===== config.mk =====
export PLATFORM = sky130hd
export DESIGN_NAME = dat_ctrl
export DESIGN_NICKNAME = d
export VERILOG_FILES = /design/src/hdl/dat_pkg.sv /design/src/hdl/dat_ctrl.sv
export SDC_FILE = /design/constraint.sdc
export NUM_CORES = 1
export LEC_CHECK = 0
export ABC_CLOCK_PERIOD_IN_PS = 4100
export BUFFER_PORTS_ARGS = -buffer_cell sky130_fd_sc_hd__buf_2
export CELL_PAD_IN_SITES_DETAIL_PLACEMENT = 1
export CELL_PAD_IN_SITES_GLOBAL_PLACEMENT = 1
export CORE_MARGIN = 2
export CORE_UTILIZATION = 42
export DETAILED_ROUTE_END_ITERATION = 7
export GPL_TIMING_DRIVEN = 0
export PLACE_DENSITY_LB_ADDON = 0.15
export SLEW_MARGIN = 20
export SYNTH_ARGS = -nofsm -noshare
export SYNTH_HDL_FRONTEND = slang
export SYNTH_SLANG_ARGS = --single-unit

===== constraint.sdc =====
create_clock -name clk -period 4.1 [get_ports clk]
set_input_delay 0.41 -clock clk [delete_from_list [all_inputs] [get_ports clk]]
set_output_delay 0.41 -clock clk [all_outputs]
set_load 0.01 [all_outputs]

===== src/hdl/dat_pkg.sv =====
// Package for the deadline alarm table: entry record, command codes and helpers.
// Used by dat_ctrl, dat_dpath and the top level; depends on nothing else.
`timescale 1ns / 1ps
package dat_pkg;

  localparam int MAX_FIRE = 16;
  localparam int DIV_BITS = 50;
  localparam logic [48:0] DL_MAX = 49'h0_FFFF_FFFF_FFFF;

  // Item modes.
  localparam logic [1:0] MODE_SET    = 2'd0;
  localparam logic [1:0] MODE_CANCEL = 2'd1;
  localparam logic [1:0] MODE_TICK   = 2'd2;
  localparam logic [1:0] MODE_WALL   = 2'd3;

  // One table entry.
  typedef struct packed {
    logic [7:0]  owner;
    logic [1:0]  atype;
    logic [46:0] trig;
    logic [48:0] dl;
    logic [31:0] iv;
    logic        is_clock;
    logic [7:0]  show;
    logic        done;
  } ent_t;

  // Datapath commands.
  typedef enum logic [3:0] {
    CMD_NONE, CMD_LOAD, CMD_TICK_START, CMD_RMV_STEP, CMD_SET_PREP,
    CMD_INS_STEP, CMD_SCAN_STEP, CMD_SHIFT_DN, CMD_DIV_START, CMD_DIV_STEP,
    CMD_DIV_FIN, CMD_RED_STEP, CMD_SORT_NEXT, CMD_SUM_START, CMD_SUM_STEP,
    CMD_EMIT_NEXT
  } cmd_t;

  // Status returned by the datapath.
  typedef struct packed {
    logic [1:0] mode;
    logic       rmv_end;
    logic       full;
    logic       ins_end;
    logic       scan_end;
    logic       scan_hit;
    logic       sd_end;
    logic       iv_nz;
    logic       div_end;
    logic       red_end;
    logic       sort_end;
    logic       sum_end;
    logic       emit_last;
  } st_t;

  // Elapsed deadline of a stored trigger: wall types subtract the offset.
  function automatic logic [48:0] derive(input logic [1:0] atype,
                                         input logic [46:0] trig,
                                         input logic [47:0] off);
    logic [48:0] t;
    t = {2'b00, trig};
    if (atype == 2'd0 || atype == 2'd1) return t - {off[47], off};
    return t;
  endfunction

endpackage


===== src/hdl/dat_ctrl.sv =====
// Controller state machine for the deadline alarm table.
// Depends on dat_pkg; drives commands into dat_dpath and reads its status.
`timescale 1ns / 1ps
module dat_ctrl (
  input  logic          clk,
  input  logic          rst,
  input  logic          in_valid,
  output logic          in_ready,
  output logic          out_valid,
  input  logic          out_ready,
  input  dat_pkg::st_t  st,
  output dat_pkg::cmd_t cmd
);
  import dat_pkg::*;

  typedef enum logic [15:0] {
    S_IDLE  = 16'h0001, S_DISP = 16'h0002, S_RMV  = 16'h0004, S_SETC = 16'h0008,
    S_INS   = 16'h0010, S_SCAN = 16'h0020, S_REMV = 16'h0040, S_DIVS = 16'h0080,
    S_DIV   = 16'h0100, S_DIVF = 16'h0200, S_RED  = 16'h0400, S_SORT = 16'h0800,
    S_SUMI  = 16'h1000, S_SUM  = 16'h2000, S_EMIT = 16'h4000
  } state_t;

  state_t state, state_next;

  assign in_ready  = (state == S_IDLE);
  assign out_valid = (state == S_EMIT);

  // Next state and command.
  always_comb begin
    state_next = state;
    cmd = CMD_NONE;
    case (state)
      S_IDLE: begin
        if (in_valid) begin
          cmd = CMD_LOAD;
          state_next = S_DISP;
        end
      end
      S_DISP: begin
        case (st.mode)
          MODE_TICK: begin
            cmd = CMD_TICK_START;
            state_next = S_SCAN;
          end
          MODE_WALL: state_next = S_RED;
          default:   state_next = S_RMV;
        endcase
      end
      S_RMV: begin
        cmd = CMD_RMV_STEP;
        if (st.rmv_end) state_next = (st.mode == MODE_SET) ? S_SETC : S_SUMI;
      end
      S_SETC: begin
        cmd = CMD_SET_PREP;
        state_next = st.full ? S_SUMI : S_INS;
      end
      S_INS: begin
        cmd = CMD_INS_STEP;
        if (st.ins_end) begin
          case (st.mode)
            MODE_TICK: state_next = S_SCAN;
            MODE_WALL: state_next = S_SORT;
            default:   state_next = S_SUMI;
          endcase
        end
      end
      S_SCAN: begin
        cmd = CMD_SCAN_STEP;
        if (st.scan_end) state_next = S_SUMI;
        else if (st.scan_hit) state_next = S_REMV;
      end
      S_REMV: begin
        cmd = CMD_SHIFT_DN;
        if (st.sd_end) state_next = st.iv_nz ? S_DIVS : S_SCAN;
      end
      S_DIVS: begin
        cmd = CMD_DIV_START;
        state_next = S_DIV;
      end
      S_DIV: begin
        cmd = CMD_DIV_STEP;
        if (st.div_end) state_next = S_DIVF;
      end
      S_DIVF: begin
        cmd = CMD_DIV_FIN;
        state_next = S_INS;
      end
      S_RED: begin
        cmd = CMD_RED_STEP;
        if (st.red_end) state_next = S_SORT;
      end
      S_SORT: begin
        cmd = CMD_SORT_NEXT;
        state_next = st.sort_end ? S_SUMI : S_INS;
      end
      S_SUMI: begin
        cmd = CMD_SUM_START;
        state_next = S_SUM;
      end
      S_SUM: begin
        cmd = CMD_SUM_STEP;
        if (st.sum_end) state_next = S_EMIT;
      end
      S_EMIT: begin
        if (out_ready) begin
          cmd = CMD_EMIT_NEXT;
          if (st.emit_last) state_next = S_IDLE;
        end
      end
      default: state_next = S_IDLE;
    endcase
  end

  // State register.
  always_ff @(posedge clk) begin
    if (rst) state <= S_IDLE;
    else state <= state_next;
  end

endmodule


Word-level counts from Yosys, hierarchy flattened
Index checks and enable logic that the tools add are counted.
{ "totals": {"ff_bits": 16, "inputBits": 18, "wordCells": 52} }
{ "op_classes": {"n_eq_ne": 27, "n_mux": 22, "reduce_logical": 2} }
{ "op_table": {"columns": ["op", "n"], "rows": [
  ["$pmux W16 S15", 1],
  ["$mux W16", 11],
  ["$pmux W4 S15", 1],
  ["$mux W13", 3],
  ["$pmux W13 S2", 1],
  ["$pmux W11 S2", 1],
  ["$eq A16 B1 Y1 const B", 1],
  ["$eq A16 B10 Y1 const B", 1],
  ["$eq A16 B11 Y1 const B", 1],
  ["$eq A16 B12 Y1 const B", 1],
  ["$eq A16 B13 Y1 const B", 1],
  ["$eq A16 B14 Y1 const B", 1],
  ["$eq A16 B15 Y1 const B", 1],
  ["$eq A16 B2 Y1 const B", 1],
  ["$eq A16 B3 Y1 const B", 1],
  ["$eq A16 B4 Y1 const B", 1],
  ["$eq A16 B5 Y1 const B", 1],
  ["$eq A16 B6 Y1 const B", 1],
  ["$eq A16 B7 Y1 const B", 1],
  ["$eq A16 B8 Y1 const B", 1],
  ["$eq A16 B9 Y1 const B", 1],
  ["$ne A2 B2 Y1 const B", 7],
  ["$reduce_and A10 Y1", 1],
  ["$mux W8", 1],
  ["7 further kinds", 9]
]} }

Longest topological paths before layout
{ "depth": {"ltp_word": 4, "mapped_depth": 8} }

Worst setup path before layout
No wires, ideal clock.
{ "synth_timing": {"path_kind": "reg-to-output", "start": "register state[1]", "end": "output cmd[1]", "t_arrival_ns": 1.899, "path_slack_ns": 1.791, "stages_incl_launch_ff": 8, "n_path_buf": 2, "cell_sequence": "dfxtp_1 clkbuf_1 or4_1 clkbuf_1 nor2_1 and3_1 a211oi_1 o2111ai_1"} }
{ "synth_between": {"elab_chain_len": 2, "elab_cells_between_ends": 16, "classes_between": "eq/ne (15); mux (1)"} }
{ "synth_lines": {"columns": ["item", "line_no", "source"], "rows": [
  ["start: declaration", "dat_ctrl.sv:23", "state_t state, state_next;"],
  ["start signal: assignment", "dat_ctrl.sv:117", "else state <= state_next;"],
  ["$eq A16 B15 Y1", null, null],
  ["net out_valid", "dat_ctrl.sv:9", "output logic out_valid,"],
  ["$pmux W4 S15", "dat_ctrl.sv:32", "case (state)"],
  ["end: declaration", "dat_ctrl.sv:12", "output dat_pkg::cmd_t cmd"]
]} }
The timed path passes the listed nets, and every way through them passes these cells.

Final worst setup path
{ "layout_timing": {"start": "register state[5]", "end": "output cmd[0]"} }
{ "layout_between": {"elab_chain_len": 2, "elab_cells_between_ends": 16, "classes_between": "eq/ne (15); mux (1)"} }
{ "layout_lines": {"columns": ["item", "line_no"], "rows": [
  ["$eq A16 B15 Y1 (tied with other cells)", "dat_ctrl.sv:32"],
  ["$pmux W4 S15 *", "dat_ctrl.sv:32"]
]} }
Mark *: on every way between the ends. The rest lies on a longest branch, timed or not.

==> out/metrics.yaml <==
final_layout:
  instances_no_fill: 231
  final_layout_size_suffix_gt1_share_pct: 21.0
  synthToLayoutAreaGrowth_pct: 14.3
  utilization_pct: 51.6
  top_regs: "state: 15 flops"
  layout.nets: 219
  final_common_cell: "buf_2"
  final_cell_mix: "23 x buf_2, 19 x nor2_1, 15 x dfxtp_1"
  top_register: "state"
  n_antenna_cell: 0
  largest_reg_flops: 15
  fill_cells: 387
clocking:
  clockRootBuffer: "clkbuf_4"
  cts.sinks: 15
  cts_resized: 0
  clock_path_buffers: 2
  h-tree-depth: 1
  postCtsSetupRepairBufs: 0
  clock_latency_ns: 0.30
  cts_tree: "yes"
  hold_buffers: 0
  clkTransAtPathRegs_ns: 0.10
  numCtsBuffers: 3
hold_path:
  hold_class: "input port to register"
grt:
  grt_max_degree: 11
  grt_pass1_wl_mm: 7.41
  antenna_found_initial: 0
  grt_remaining_overflow: 0
  grt_pass1_vias: 1537
  grt.total_usage_pct: 28.0
worst_setup_path:
  arrival_ns: 2.66
  worst-r2r-setup-slack_ns: 1.21
  worst-path-max-fanout: 10
  critPathRequiredTime_ns: 3.69
  path_class: "register to output pin"
  start_kind: "register"
  end_kind: "output pin"
routing:
  dr.pass1.iters: 7
  vias_per_cell: 6.39
  wl_per_cell_um: 18.8
  vias: 1476
  met1Wirelength_mm: 2.04
  drt_iter0_markers: 48
  drc: 1
  top_layer_used: "met4"
  met2WireLength_mm: 1.96
  wl_met3_um: 234
  wl_mm: 4.35
  ant_nets: 0
yosys:
  async_flop_share_pct: 0
  synth-edff-count: 0
  synth_ff_type: "dfxtp_1"
  ys_ff_latch: 15
  ys_warn_count: 0
  synth_top_area_share_pct: 23.7
  synth_area_leaders: "dfxtp_1 24%, nor2_1 5.6%, a21oi_1 4.0%"
  synth-seq-area-share_pct: 23.7
  syn_nets: 191
  synthDistinctLibCells: 49
  netlist_area_um2: 1260
  synth_top_area_cell: "dfxtp_1"
  synthCells: 173
  avgSynthCellArea_um2: 7.31
flow_run:
  maxCapViolations: 0
power_and_ir_drop:
  power_density_nw_per_um2: 274
  power.leakage_nw: 0.565
  max-vdd-ir-drop_v: 0.000142
  finalPower_mw: 0.397
floorplan:
  fp.dieW_um: 58.9
  fp.dieArea_um2: 3470
  core_um2: 2810
  ios: 24
  dieHeight_um: 58.9
  initial_core_util_pct: 45.1
  rows: 19
sta:
  setup_tns_ns: 0
  rsz0062_at_grt: "no"
  finalSetupViolCount: 0
  maxSlewViolCount: 0
  finalCritPeriodShare_pct: 75.0
  slew_headroom_pct: 48.9
  hold_ws_ns: 0.344
  hold_violations: 0
  fmax_mhz: 325
  skew_ns: 0.00176
  worst_pin_slew_ns: 0.760
  layout_min_cycle_time_ns: 3.07
placement:
  place_congestion: 0.954
  hpwl_mm: 3.33
  placed_cells_incl_taps: 227
  portBuffers: 23
status:
  status: "finished with violations"
  violations: "DRC"
cell usage after synthesis, types with 3 or more instances:
cell / n
nor2_1: 19
dfxtp_1: 15
clkbuf_1: 12
nand2_1: 12
a21oi_1: 10
nor3_1: 9
nor4_1: 8
o21ai_0: 8
nand2b_1: 5
a31oi_1: 4
and3_1: 4
nand3_1: 4
nand4_1: 4
or3_1: 4
or4b_2: 4
inv_1: 3
nor4b_1: 3
or4_1: 3
xnor2_1: 3
per-layer routing:
metal / global-route usage [%] / vias up
met1: 37.6 / 702
met5: 0 / -
met2: 43.3 / 50
met3: 4.40 / 13
li1: - / 711
met4: 14.0 / 0
metrics by stage:
stage                     area, µm²  setup WS, ns
after CTS                      1450          1.04
final                          1450          1.03
after detailed placement       1420          1.27
after global placement         1420          1.34
after floorplan                1260          1.79
after global routing           1450         0.864
power by group:
part	switching [mW]	internal, mW
sequential	0.00157	0.151
combinational	0.0967	0.0529
clock	0.0575	0.0365
total	0.156	0.241
critical path: stages, from the launching register on:
cell and delay, ns:
dfxtp_1 0.31, clkbuf_1 0.19, or4_1 0.49, clkbuf_1 0.26, nor3_1 0.40, and4b_1 0.35
a32oi_1 0.08, nand3_1 0.14, buf_2 0.14
cell families after synthesis:
| group | count (synthesis) | share of synthesized area (%) |
|---|---|---|
| and+or+nand+nor | 98 | 46.7 |
| AOI/OAI and AO/OA | 36 | 18.3 |
| buffers and inverters | 17 | 6.23 |
| DFF | 15 | 23.7 |
| xor gates and xnor gates | 5 | 3.46 |
| muxes | 2 | 1.58 |
area by class of cell:
type | instances | area [µm²] | area share, %
repair buffers | 23 | 115 | 7.96
flip-flops and latches | 15 | 300 | 20.8
plain buffers | 14 | 67.6 | 4.67
clock buffers | 3 | 22.5 | 1.56
clock inverters | 1 | 5.00 | 0.346
inverters | 3 | 11.3 | 0.779
well taps | 31 | 38.8 | 2.68
multi-input cells | 141 | 886 | 61.2
path summary, 6_finish.rpt:
check	to	start	cells past startpoint
min reg2reg	state[4]	state[4]	2
max reg2reg	state[14]	state[1]	8
max	cmd[0]	state[5]	8
min	state[7]	st[5]	2
No activity file was read; power rests on OpenSTA's default activity.
